**src/rtl/vsa_pkg.sv**
```systemverilog
// Shared types, register indexes, reset values and status codes of the steering advisory.
package vsa_pkg;

  localparam int unsigned CfgIdxW  = 4;
  localparam int unsigned CfgDataW = 17;

  // Register indexes
  localparam logic [CfgIdxW-1:0] CFG_TIMEOUT   = 4'd0;
  localparam logic [CfgIdxW-1:0] CFG_MIN_QUAL  = 4'd1;
  localparam logic [CfgIdxW-1:0] CFG_ALPHA     = 4'd2;
  localparam logic [CfgIdxW-1:0] CFG_GAIN      = 4'd3;
  localparam logic [CfgIdxW-1:0] CFG_MAX_CORR  = 4'd4;
  localparam logic [CfgIdxW-1:0] CFG_MAX_SUGG  = 4'd5;
  localparam logic [CfgIdxW-1:0] CFG_WIN_START = 4'd6;
  localparam logic [CfgIdxW-1:0] CFG_WIN_END   = 4'd7;

  // Register reset values
  localparam logic [15:0]        RST_TIMEOUT   = 16'd500;
  localparam logic [6:0]         RST_MIN_QUAL  = 7'd50;
  localparam logic [16:0]        RST_ALPHA     = 17'd32768;
  localparam logic signed [15:0] RST_GAIN      = 16'sd256;
  localparam logic [14:0]        RST_MAX_CORR  = 15'd4096;
  localparam logic [14:0]        RST_MAX_SUGG  = 15'd8192;
  localparam logic [15:0]        RST_WIN_START = 16'd0;
  localparam logic [15:0]        RST_WIN_END   = 16'd1000;

  localparam logic [16:0] ALPHA_ONE = 17'h10000;
  localparam logic [31:0] AGE_NONE  = 32'hFFFF_FFFF;

  // Status codes
  localparam logic [2:0] STATUS_WAIT_NAV = 3'd0;
  localparam logic [2:0] STATUS_WAIT_VIS = 3'd1;
  localparam logic [2:0] STATUS_STALE    = 3'd2;
  localparam logic [2:0] STATUS_UNCAL    = 3'd3;
  localparam logic [2:0] STATUS_OK       = 3'd4;

  typedef struct packed {
    logic [31:0]        frame_number;
    logic               vision_ok;
    logic               is_calibrated;
    logic               gap_found;
    logic [6:0]         gap_conf;
    logic signed [15:0] gap_error;
    logic signed [15:0] target_yaw_rate;
    logic [15:0]        distance_cm;
    logic               distance_ready;
    logic [31:0]        now_ms;
    logic               restart;
  } in_item_t;

  typedef struct packed {
    logic [2:0]         status;
    logic               steer_ok;
    logic signed [15:0] suggested_rate;
    logic signed [15:0] correction_rate;
    logic signed [15:0] filtered_error;
    logic [31:0]        visual_age;
    logic               vis_recent;
    logic               window_active;
    logic [31:0]        accepted_frames;
    logic [31:0]        rejected_frames;
  } out_item_t;

  typedef struct packed {
    logic [CfgIdxW-1:0]  addr;
    logic [CfgDataW-1:0] wdata;
  } cfg_wr_t;

  typedef struct packed {
    logic load;   // capture the input request
    logic frame;  // frame detection and state update, filter product
    logic filt;   // filter update, age, freshness, window
    logic gain;   // status pick, gain product
    logic push;   // clamp and load the output register
  } vsa_cmd_t;

  typedef struct packed {
    logic out_free;
  } vsa_sts_t;

endpackage

```
**src/rtl/vsa_stream_if.sv**
```systemverilog
// Valid/ready channel carrying one payload of type T.
interface vsa_stream_if #(parameter type T = logic);
  logic valid;
  logic ready;
  T     data;

  modport source (output valid, output data, input ready);
  modport sink (input valid, input data, output ready);
endinterface

```
**src/rtl/vsa_ctrl.sv**
```systemverilog
// Sequencer that steps one request through the datapath.
module vsa_ctrl (
  input  logic              clk_i,
  input  logic              rst_ni,
  input  logic              in_valid_i,
  output logic              in_ready_o,
  input  vsa_pkg::vsa_sts_t sts_i,
  output vsa_pkg::vsa_cmd_t cmd_o
);
  import vsa_pkg::*;

  localparam logic [2:0] S_IDLE  = 3'd0;
  localparam logic [2:0] S_FRAME = 3'd1;
  localparam logic [2:0] S_FILT  = 3'd2;
  localparam logic [2:0] S_GAIN  = 3'd3;
  localparam logic [2:0] S_OUT   = 3'd4;

  logic [2:0] state_q, state_d;

  always_comb begin
    state_d = state_q;
    unique case (state_q)
      S_IDLE:  if (in_valid_i) state_d = S_FRAME;
      S_FRAME: state_d = S_FILT;
      S_FILT:  state_d = S_GAIN;
      S_GAIN:  state_d = S_OUT;
      S_OUT:   if (sts_i.out_free) state_d = S_IDLE;
      default: state_d = S_IDLE;
    endcase
  end

  always_ff @(posedge clk_i or negedge rst_ni) begin
    if (!rst_ni) begin
      state_q <= S_IDLE;
    end else begin
      state_q <= state_d;
    end
  end

  assign in_ready_o  = (state_q == S_IDLE);
  assign cmd_o.load  = (state_q == S_IDLE) && in_valid_i;
  assign cmd_o.frame = (state_q == S_FRAME);
  assign cmd_o.filt  = (state_q == S_FILT);
  assign cmd_o.gain  = (state_q == S_GAIN);
  assign cmd_o.push  = (state_q == S_OUT) && sts_i.out_free;

endmodule

```
**src/rtl/vsa_dpath.sv**
```systemverilog
// Datapath: registers, frame tracking, filter, status pick, clamps and output register.
module vsa_dpath (
  input  logic                clk_i,
  input  logic                rst_ni,
  input  vsa_pkg::vsa_cmd_t   cmd_i,
  output vsa_pkg::vsa_sts_t   sts_o,
  input  vsa_pkg::in_item_t   in_data_i,
  input  logic                cfg_we_i,
  input  vsa_pkg::cfg_wr_t    cfg_data_i,
  input  logic                out_ready_i,
  output logic                out_valid_o,
  output vsa_pkg::out_item_t  out_data_o
);
  import vsa_pkg::*;

  function automatic logic signed [15:0] clamp_sym(input logic signed [20:0] v,
                                                   input logic [14:0] lim);
    logic signed [20:0] m;
    m = $signed({6'b0, lim});
    if (v < -m) begin
      clamp_sym = 16'(-m);
    end else if (v > m) begin
      clamp_sym = 16'(m);
    end else begin
      clamp_sym = v[15:0];
    end
  endfunction

  // Configuration registers
  logic [15:0]        timeout_q;
  logic [6:0]         min_qual_q;
  logic [16:0]        alpha_q;
  logic signed [15:0] gain_q;
  logic [14:0]        max_corr_q;
  logic [14:0]        max_sugg_q;
  logic [15:0]        win_start_q;
  logic [15:0]        win_end_q;

  // Tracking state
  logic               seen_q;
  logic [31:0]        last_frame_q;
  logic [31:0]        acc_q;
  logic [31:0]        rej_q;
  logic [31:0]        last_time_q;
  logic               cal_q;
  logic               obs_q;
  logic               primed_q;
  logic signed [15:0] fv_q;

  // Per-request working registers
  in_item_t           item_q;
  logic               mul_pend_q;
  logic signed [34:0] fprod_q;
  logic [31:0]        age_q;
  logic               fresh_q;
  logic               window_q;
  logic [2:0]         status_q;
  logic signed [31:0] gprod_q;
  logic               out_valid_q;
  out_item_t          out_q;

  always_ff @(posedge clk_i or negedge rst_ni) begin
    if (!rst_ni) begin
      timeout_q   <= RST_TIMEOUT;
      min_qual_q  <= RST_MIN_QUAL;
      alpha_q     <= RST_ALPHA;
      gain_q      <= RST_GAIN;
      max_corr_q  <= RST_MAX_CORR;
      max_sugg_q  <= RST_MAX_SUGG;
      win_start_q <= RST_WIN_START;
      win_end_q   <= RST_WIN_END;
    end else if (cfg_we_i) begin
      unique case (cfg_data_i.addr)
        CFG_TIMEOUT:   timeout_q   <= cfg_data_i.wdata[15:0];
        CFG_MIN_QUAL:  min_qual_q  <= cfg_data_i.wdata[6:0];
        CFG_ALPHA:     alpha_q     <= cfg_data_i.wdata;
        CFG_GAIN:      gain_q      <= $signed(cfg_data_i.wdata[15:0]);
        CFG_MAX_CORR:  max_corr_q  <= cfg_data_i.wdata[14:0];
        CFG_MAX_SUGG:  max_sugg_q  <= cfg_data_i.wdata[14:0];
        CFG_WIN_START: win_start_q <= cfg_data_i.wdata[15:0];
        CFG_WIN_END:   win_end_q   <= cfg_data_i.wdata[15:0];
        default: ;
      endcase
    end
  end

  always_ff @(posedge clk_i) begin
    if (cmd_i.load) begin
      item_q <= in_data_i;
    end
  end

  // Frame step: restart clears the state seen by this request
  logic               seen_e, cal_e, obs_e, primed_e;
  logic [31:0]        last_e, acc_e, rej_e, time_e;
  logic signed [15:0] fv_e;
  logic               frame_chg, frame_acc, obs_new, upd;
  logic [16:0]        alpha_sat;
  logic signed [16:0] diff;

  always_comb begin
    seen_e    = item_q.restart ? 1'b0 : seen_q;
    last_e    = item_q.restart ? 32'd0 : last_frame_q;
    acc_e     = item_q.restart ? 32'd0 : acc_q;
    rej_e     = item_q.restart ? 32'd0 : rej_q;
    time_e    = item_q.restart ? 32'd0 : last_time_q;
    cal_e     = item_q.restart ? 1'b0 : cal_q;
    obs_e     = item_q.restart ? 1'b0 : obs_q;
    primed_e  = item_q.restart ? 1'b0 : primed_q;
    fv_e      = item_q.restart ? 16'sd0 : fv_q;
    frame_chg = !seen_e || (item_q.frame_number != last_e);
    frame_acc = frame_chg && item_q.vision_ok && (item_q.frame_number != 32'd0);
    obs_new   = item_q.gap_found && (item_q.gap_conf >= min_qual_q);
    upd       = frame_acc && obs_new;
    alpha_sat = (alpha_q > ALPHA_ONE) ? ALPHA_ONE : alpha_q;
    diff      = $signed({item_q.gap_error[15], item_q.gap_error})
              - $signed({fv_e[15], fv_e});
  end

  // Filter step, age, freshness and window
  logic signed [18:0] fstep;
  logic signed [18:0] fsum;
  logic               any_acc;
  logic [31:0]        age;
  logic               fresh;
  logic               window;

  always_comb begin
    fstep   = 19'((fprod_q + 35'sd32768) >>> 16);
    fsum    = $signed({{3{fv_q[15]}}, fv_q}) + fstep;
    any_acc = (acc_q != 32'd0);
    age     = any_acc ? (item_q.now_ms - last_time_q) : AGE_NONE;
    fresh   = any_acc && (age <= {16'd0, timeout_q});
    window  = item_q.distance_ready && (item_q.distance_cm >= win_start_q)
              && (item_q.distance_cm <= win_end_q);
  end

  always_ff @(posedge clk_i or negedge rst_ni) begin
    if (!rst_ni) begin
      seen_q       <= 1'b0;
      last_frame_q <= '0;
      acc_q        <= '0;
      rej_q        <= '0;
      last_time_q  <= '0;
      cal_q        <= 1'b0;
      obs_q        <= 1'b0;
      primed_q     <= 1'b0;
      fv_q         <= '0;
      mul_pend_q   <= 1'b0;
    end else if (cmd_i.frame) begin
      seen_q       <= 1'b1;
      last_frame_q <= item_q.frame_number;
      acc_q        <= acc_e + {31'd0, frame_acc};
      rej_q        <= rej_e + {31'd0, frame_chg && !frame_acc};
      last_time_q  <= frame_acc ? item_q.now_ms : time_e;
      cal_q        <= frame_acc ? item_q.is_calibrated : cal_e;
      obs_q        <= frame_acc ? obs_new : (frame_chg ? 1'b0 : obs_e);
      primed_q     <= upd ? 1'b1 : primed_e;
      fv_q         <= (upd && !primed_e) ? item_q.gap_error : fv_e;
      mul_pend_q   <= upd && primed_e;
    end else if (cmd_i.filt) begin
      if (mul_pend_q) begin
        fv_q <= fsum[15:0];
      end
      // stale vision drops the observation and re-primes the filter
      if (!fresh) begin
        obs_q    <= 1'b0;
        primed_q <= 1'b0;
      end
    end
  end

  always_ff @(posedge clk_i) begin
    if (cmd_i.frame) begin
      fprod_q <= diff * $signed({1'b0, alpha_sat});
    end
    if (cmd_i.filt) begin
      age_q    <= age;
      fresh_q  <= fresh;
      window_q <= window;
    end
    if (cmd_i.gain) begin
      gprod_q <= gain_q * fv_q;
    end
  end

  // Status pick
  logic [2:0] status;

  always_comb begin
    priority if (!window_q) begin
      status = STATUS_WAIT_NAV;
    end else if (acc_q == 32'd0) begin
      status = STATUS_WAIT_VIS;
    end else if (!fresh_q) begin
      status = STATUS_STALE;
    end else if (!cal_q) begin
      status = STATUS_UNCAL;
    end else if (!obs_q) begin
      status = STATUS_WAIT_VIS;
    end else begin
      status = STATUS_OK;
    end
  end

  always_ff @(posedge clk_i) begin
    if (cmd_i.gain) begin
      status_q <= status;
    end
  end

  // Output step
  logic               is_ok;
  logic signed [20:0] corr_raw;
  logic signed [15:0] corr;
  logic signed [20:0] sum;
  logic signed [15:0] sugg;

  always_comb begin
    is_ok    = (status_q == STATUS_OK);
    corr_raw = 21'((gprod_q + 32'sd1024) >>> 11);
    corr     = is_ok ? clamp_sym(corr_raw, max_corr_q) : 16'sd0;
    sum      = 21'(item_q.target_yaw_rate) + 21'(corr);
    sugg     = clamp_sym(sum, max_sugg_q);
  end

  always_ff @(posedge clk_i) begin
    if (cmd_i.push) begin
      out_q.status          <= status_q;
      out_q.steer_ok        <= is_ok;
      out_q.suggested_rate  <= sugg;
      out_q.correction_rate <= corr;
      out_q.filtered_error  <= fv_q;
      out_q.visual_age      <= age_q;
      out_q.vis_recent      <= fresh_q;
      out_q.window_active   <= window_q;
      out_q.accepted_frames <= acc_q;
      out_q.rejected_frames <= rej_q;
    end
  end

  always_ff @(posedge clk_i or negedge rst_ni) begin
    if (!rst_ni) begin
      out_valid_q <= 1'b0;
    end else if (cmd_i.push) begin
      out_valid_q <= 1'b1;
    end else if (out_ready_i) begin
      out_valid_q <= 1'b0;
    end
  end

  assign sts_o.out_free = !out_valid_q || out_ready_i;
  assign out_valid_o    = out_valid_q;
  assign out_data_o     = out_q;

endmodule

```
**src/rtl/visual_steering_advisory.sv**
```systemverilog
// Each accepted request steps through the fixed controller sequence of capture,
// frame update with filter multiply, filter add, gain multiply and clamp; the next request
// is accepted only after the result is pushed, and the push waits for a free output register.
// A finished result waits in the output register while the next request is accepted.
// Reset restores all configuration registers to defaults and clears all tracking state.
// A request with restart set clears tracking state before it is processed.
module visual_steering_advisory (
  input  logic         clk_i,
  input  logic         rst_ni,
  vsa_stream_if.sink   in_i,
  vsa_stream_if.source out_o,
  vsa_stream_if.sink   cfg_i
);
  import vsa_pkg::*;

  vsa_cmd_t cmd;
  vsa_sts_t sts;

  assign cfg_i.ready = 1'b1;

  vsa_ctrl u_ctrl (
    .clk_i      (clk_i),
    .rst_ni     (rst_ni),
    .in_valid_i (in_i.valid),
    .in_ready_o (in_i.ready),
    .sts_i      (sts),
    .cmd_o      (cmd)
  );

  vsa_dpath u_dpath (
    .clk_i       (clk_i),
    .rst_ni      (rst_ni),
    .cmd_i       (cmd),
    .sts_o       (sts),
    .in_data_i   (in_i.data),
    .cfg_we_i    (cfg_i.valid),
    .cfg_data_i  (cfg_i.data),
    .out_ready_i (out_o.ready),
    .out_valid_o (out_o.valid),
    .out_data_o  (out_o.data)
  );

`ifndef SYNTHESIS
  a_cmd_onehot: assert property (@(posedge clk_i) disable iff (!rst_ni)
    $onehot0({cmd.load, cmd.frame, cmd.filt, cmd.gain, cmd.push}))
    else $error("more than one datapath command active");

  a_accept_frame: assert property (@(posedge clk_i) disable iff (!rst_ni)
    (in_i.valid && in_i.ready) |=> cmd.frame)
    else $error("accepted request not followed by frame step");

  a_frame_filt: assert property (@(posedge clk_i) disable iff (!rst_ni)
    cmd.frame |=> cmd.filt)
    else $error("frame step not followed by filter step");

  a_push_free: assert property (@(posedge clk_i) disable iff (!rst_ni)
    cmd.push |-> sts.out_free)
    else $error("result pushed over an unread result");

  a_push_valid: assert property (@(posedge clk_i) disable iff (!rst_ni)
    cmd.push |=> out_o.valid)
    else $error("pushed result not presented");
`endif

endmodule

```
**src/flat_wrapper.sv**
```systemverilog
// flat-port wrapper written by rule: the top's interface ports become plain ports
module visual_steering_advisory_flat import vsa_pkg::*;
  (clk_i, rst_ni, in_i_valid, in_i_data, in_i_ready, out_o_valid, out_o_data, out_o_ready, cfg_i_valid, cfg_i_data, cfg_i_ready);
  vsa_stream_if #(.T(in_item_t)) in_i_i ();
  vsa_stream_if #(.T(out_item_t)) out_o_i ();
  vsa_stream_if #(.T(cfg_wr_t)) cfg_i_i ();
  input  logic clk_i;
  input  logic rst_ni;
  input wire logic [$bits(in_i_i.valid)-1:0] in_i_valid;
  input wire logic [$bits(in_i_i.data)-1:0] in_i_data;
  output wire logic [$bits(in_i_i.ready)-1:0] in_i_ready;
  output wire logic [$bits(out_o_i.valid)-1:0] out_o_valid;
  output wire logic [$bits(out_o_i.data)-1:0] out_o_data;
  input wire logic [$bits(out_o_i.ready)-1:0] out_o_ready;
  input wire logic [$bits(cfg_i_i.valid)-1:0] cfg_i_valid;
  input wire logic [$bits(cfg_i_i.data)-1:0] cfg_i_data;
  output wire logic [$bits(cfg_i_i.ready)-1:0] cfg_i_ready;
  assign in_i_i.valid = in_i_valid;
  assign in_i_i.data = in_i_data;
  assign in_i_ready = in_i_i.ready;
  assign out_o_valid = out_o_i.valid;
  assign out_o_data = out_o_i.data;
  assign out_o_i.ready = out_o_ready;
  assign cfg_i_i.valid = cfg_i_valid;
  assign cfg_i_i.data = cfg_i_data;
  assign cfg_i_ready = cfg_i_i.ready;
  visual_steering_advisory u_core (.clk_i(clk_i), .rst_ni(rst_ni), .in_i(in_i_i), .out_o(out_o_i), .cfg_i(cfg_i_i));
endmodule
```
**config.mk**
```make
export PLATFORM = sky130hd
export DESIGN_NAME = visual_steering_advisory_flat
export DESIGN_NICKNAME = d
export VERILOG_FILES = /design/src/rtl/vsa_pkg.sv /design/src/rtl/vsa_stream_if.sv /design/src/rtl/vsa_ctrl.sv /design/src/rtl/vsa_dpath.sv /design/src/rtl/visual_steering_advisory.sv /design/src/flat_wrapper.sv
export SDC_FILE = /design/constraint.sdc
export NUM_CORES = 2
export LEC_CHECK = 0
export BUFFER_PORTS_ARGS = -buffer_cell sky130_fd_sc_hd__clkbuf_2
export CAP_MARGIN = 25
export CORE_ASPECT_RATIO = 0.8
export CORE_MARGIN = 4
export CORE_UTILIZATION = 47
export DETAILED_ROUTE_END_ITERATION = 10
export GPL_ROUTABILITY_DRIVEN = 0
export GPL_TIMING_DRIVEN = 0
export PLACE_DENSITY_LB_ADDON = 0.25
export REMOVE_ABC_BUFFERS = 1
export SETUP_SLACK_MARGIN = 0.3
export SLEW_MARGIN = 10
export SYNTH_ARGS = -nofsm -noshare
export SYNTH_HDL_FRONTEND = slang
export SYNTH_SLANG_ARGS = --single-unit
```
**constraint.sdc**
```tcl
create_clock -name clk_i -period 11.9 [get_ports clk_i]
set_input_delay 1.785 -clock clk_i [delete_from_list [all_inputs] [get_ports clk_i]]
set_output_delay 1.785 -clock clk_i [all_outputs]
set_load 0.02 [all_outputs]
```
==> results.py <==
metrics = {
    "timing": {
        "fin_crit_sh_pct": 92.93,
        "fmax_mhz": 90.43,
        "finalSetupViolations": 0,
        "slew_headroom_pct": 22.76,
        "drv_slew": 0,
        "timing.final.crit_period_ns": 11.06,
        "tightest_slew_ns": 1.155,
        "clock_skew_ns": 0.04423,
        "rsz0062_at_grt": "no",
        "hold_viol_final": 0,
    },
    "setup_path": {
        "path_buf_inv": 2,
        "r2r_setup_slack_ns": 0.84,
        "reg2reg_depth": 40,
        "critPathCaptureType": "flop",
        "r2r-end": "u_core.u_dpath.out_data_o[137]",
        "slowest_delay_ns": 0.58,
        "crit_path_start_kind": "flop",
        "critical_path.most_common_cell": "a21oi_1",
        "crit_fanout": 19,
        "cp_top_family": "compound AO/OA/AOI/OAI gates",
        "r2r-start": "u_core.u_dpath.max_corr_q[0]",
        "required_ns": 12.27,
        "startpoint": "u_core.u_dpath.max_corr_q[0]",
        "worstSetupPathType": "flop to flop",
        "slowest_stage": "o31ai_4",
        "worst_ep_arrival_time_ns": 11.43,
    },
    "placement": {
        "placed_area_um2": 53580,
        "hpwl_um": 101500,
        "io_buffers": 301,
    },
    "cells_and_area": {
        "drive_gt1_share_pct": 11.79,
        "syn_to_final_growth_pct": 11.93,
        "fin_util_pct": 53.35,
        "final_area_um2": 56110,
        "final_nets": 6297,
        "fillers": 9340,
    },
    "detailed_routing": {
        "ant_nets": 0,
        "drt-initial-drc-count": 2893,
        "drc": 0,
        "routed_wirelength_um": 131600,
        "drt_first_pass_iters": 6,
        "vias": 36328,
        "wire_per_inst_um": 19.56,
        "vias_per_cell": 5.402,
    },
    "yosys": {
        "ys_seq_area_share_pct": 34.54,
        "syn_inst": 5012,
        "ys_types": 94,
        "synthTopCellsByArea": "edfxtp_1 21%, fa_1 19%, dfrtp_1 13%, ha_1 9.9%, nand2_1 5.6%",
        "synth_warnings": 0,
        "synth-edff-count": 350,
        "syn-cell-area_um2": 50130,
        "syn_avg_cell_area_um2": 10.00,
        "ys_seq_elements": 621,
        "synth_top_area_cell": "edfxtp_1",
        "synth_top_area_share_pct": 20.97,
        "synth-main-ff-cell": "edfxtp_1",
        "async_flop_share_pct": 43.64,
    },
    "global_routing": {
        "grt_pass1_wl_um": 208600,
        "antenna_found_initial": 8,
        "grt_pass1_vias": 36811,
        "grt-ovfl-total": 0,
        "grt_max_degree": 90,
        "grtUsageTotal_pct": 23.66,
    },
    "die": {
        "coreArea_um2": 105200,
        "die_h_um": 300.1,
        "die_x_um": 373.1,
        "start_util_pct": 47.66,
        "die_area_um2": 112000,
        "num_io_pins": 303,
        "fp-row-count": 106,
    },
    "cts": {
        "numClockSinks": 621,
        "clkTransAtPathRegs_ns": 0.06,
        "tritoncts": "done",
        "cts_setup_buffers": 0,
        "cts_max_level": 3,
        "root_buffer": "clkbuf_16",
        "clkLatencyLatePin_ns": 0.66,
        "clock_path_buffers": 3,
        "numCtsBuffers": 69,
    },
    "status": {
        "status": "complete, no violations",
    },
    "hold_path": {
        "hp-start": "u_core.u_dpath.age_q[0]",
        "hold_path_class": "flop to flop",
        "min_to": "u_core.u_dpath.out_data_o[66]",
        "hold_depth": 0,
    },
    "run": {
        "drv_cap": 0,
    },
}
[state kept, by name, indices dropped and copies added, names as in the netlist, 16 cells and up]
register                     flops
u_core.u_dpath.last_frame_q     32
u_core.u_dpath.gain_q           16
u_core.u_dpath.fprod_q          17
u_core.u_dpath.gprod_q          22
u_core.u_dpath.item_q          124
u_core.u_dpath.alpha_q          17
u_core.u_dpath.rej_q            32
u_core.u_dpath.out_data_o      150
u_core.u_dpath.age_q            32
u_core.u_dpath.acc_q            32
u_core.u_dpath.fv_q             16
u_core.u_dpath.win_end_q        16
u_core.u_dpath.last_time_q      32
u_core.u_dpath.timeout_q        16
u_core.u_dpath.win_start_q      16
[how the worst max path moves through the flow]
stage	depth (start not counted)	end	slack (ns)
after floorplan	39	u_core.u_dpath.out_data_o[144]	0.66
after global placement	36	u_core.u_dpath.out_data_o[144]	-2.87
after detailed placement	39	u_core.u_dpath.out_data_o[137]	0.60
after CTS	36	u_core.u_dpath.out_data_o[137]	0.54
after global routing	40	u_core.u_dpath.out_data_o[137]	0.31
final	40	u_core.u_dpath.out_data_o[137]	0.84
[cell type report]
cell class | instances | area (um^2) | area share [%]
Multi-Input combinational cell | 3474 | 29490 | 52.56
Timing Repair Buffer | 352 | 2310 | 4.117
Sequential cell | 621 | 17320 | 30.86
Inverter | 744 | 2798 | 4.986
Clock inverter | 40 | 543.0 | 0.9678
Tap cell | 1404 | 1757 | 3.131
Clock buffer | 87 | 1888 | 3.365
Antenna cell | 3 | 7.507 | 0.01338
[Yosys cell counts, drive strengths merged (49+ instances only)]
master and count:
dfrtp 252, nand3 85, nand2 749, clkbuf 153, o21ai 203, nor2b 49
xnor2 165, fa 488, and2 135, xor2 72, inv 743, nor3 62
mux2 75, edfxtp 350, nor2 268, a21oi 210, ha 397, a21o 67
[per-stage QoR]
stage	TNS, ns	setup slack (ns)	hold slack (ns)	cells
2_1_floorplan	0	0.6634	0.4003	4839
3_3_place_gp	-65.09	-2.874	0.4022	6544
3_5_place_dp	0	0.6039	0.4054	6586
4_1_cts	0	0.5403	0.4017	6713
5_1_grt	0	0.3101	0.4162	6724
6_report	0	0.8412	0.4082	6725
[per-layer routing]
metal	vias up	GRT usage, %	wire length, um
li1	16995	-	-
met1	18056	33.39	58990
met2	1068	36.70	58230
met3	203	5.487	10350
met4	6	6.860	3947
met5	-	0	46
[logic make-up (layout without fill, tap and decap cells)]
logic type,Yosys count,count (layout),share of synthesized area [%]
DFF,621,621,34.54
muxes,81,81,1.805
other,1,4,0.007481
adders and majority gates,885,885,29.40
and+or+nand+nor,1574,1574,14.48
xor gates and xnor gates,237,237,4.141
buffers and inverters,917,1223,6.942
AOI/OAI and AO/OA,696,696,8.686
[what timing repair did]
| action | 4_1_cts | 5_1_grt |
|---|---|---|
| hold buffers | 0 | 0 |
| endpoints found under the setup margin | 0 | 14 |
| resized for setup | 0 | 6 |
[layout by cell type, fill, tap and decap left out, types with 10 or more instances in the layout]
cell       netlist  layout
o21bai_1        10      10
o211ai_1        12      12
dfstp_2         19      19
dfrtp_1        252     252
a31oi_1         28      28
xnor2_1        165     158
ha_1           397     397
clkbuf_16        0      72
a311oi_1        16      16
bufinv_16        0      11
buf_4            2      15
nand4_1         47      47
fa_1           488     488
clkbuf_2         0     300
and2_1         133     132
inv_1          742     740
nand3_1         85      85
a21oi_1        208     207
nand2_1        749     748
edfxtp_1       350     350
and4_1          11      11
nand2b_1        45      45
mux2_2          75      75
a21o_1          64      64
clkbuf_1       152      12
o21a_1          43      43
or3_1           21      21
a211oi_1        17      17
nor4_1          22      21
xor2_1          72      71
clkinv_2         0      10
o21ai_0        195     195
nor3_1          61      60
buf_6            2      10
nor2b_1         49      48
nor2_1         267     266
nand3b_1        11      11
and3_1          24      23
buf_16           0      15
Power is not shown: default switching activity piles up to over one toggle a cycle in this logic, so the estimate is an artifact.
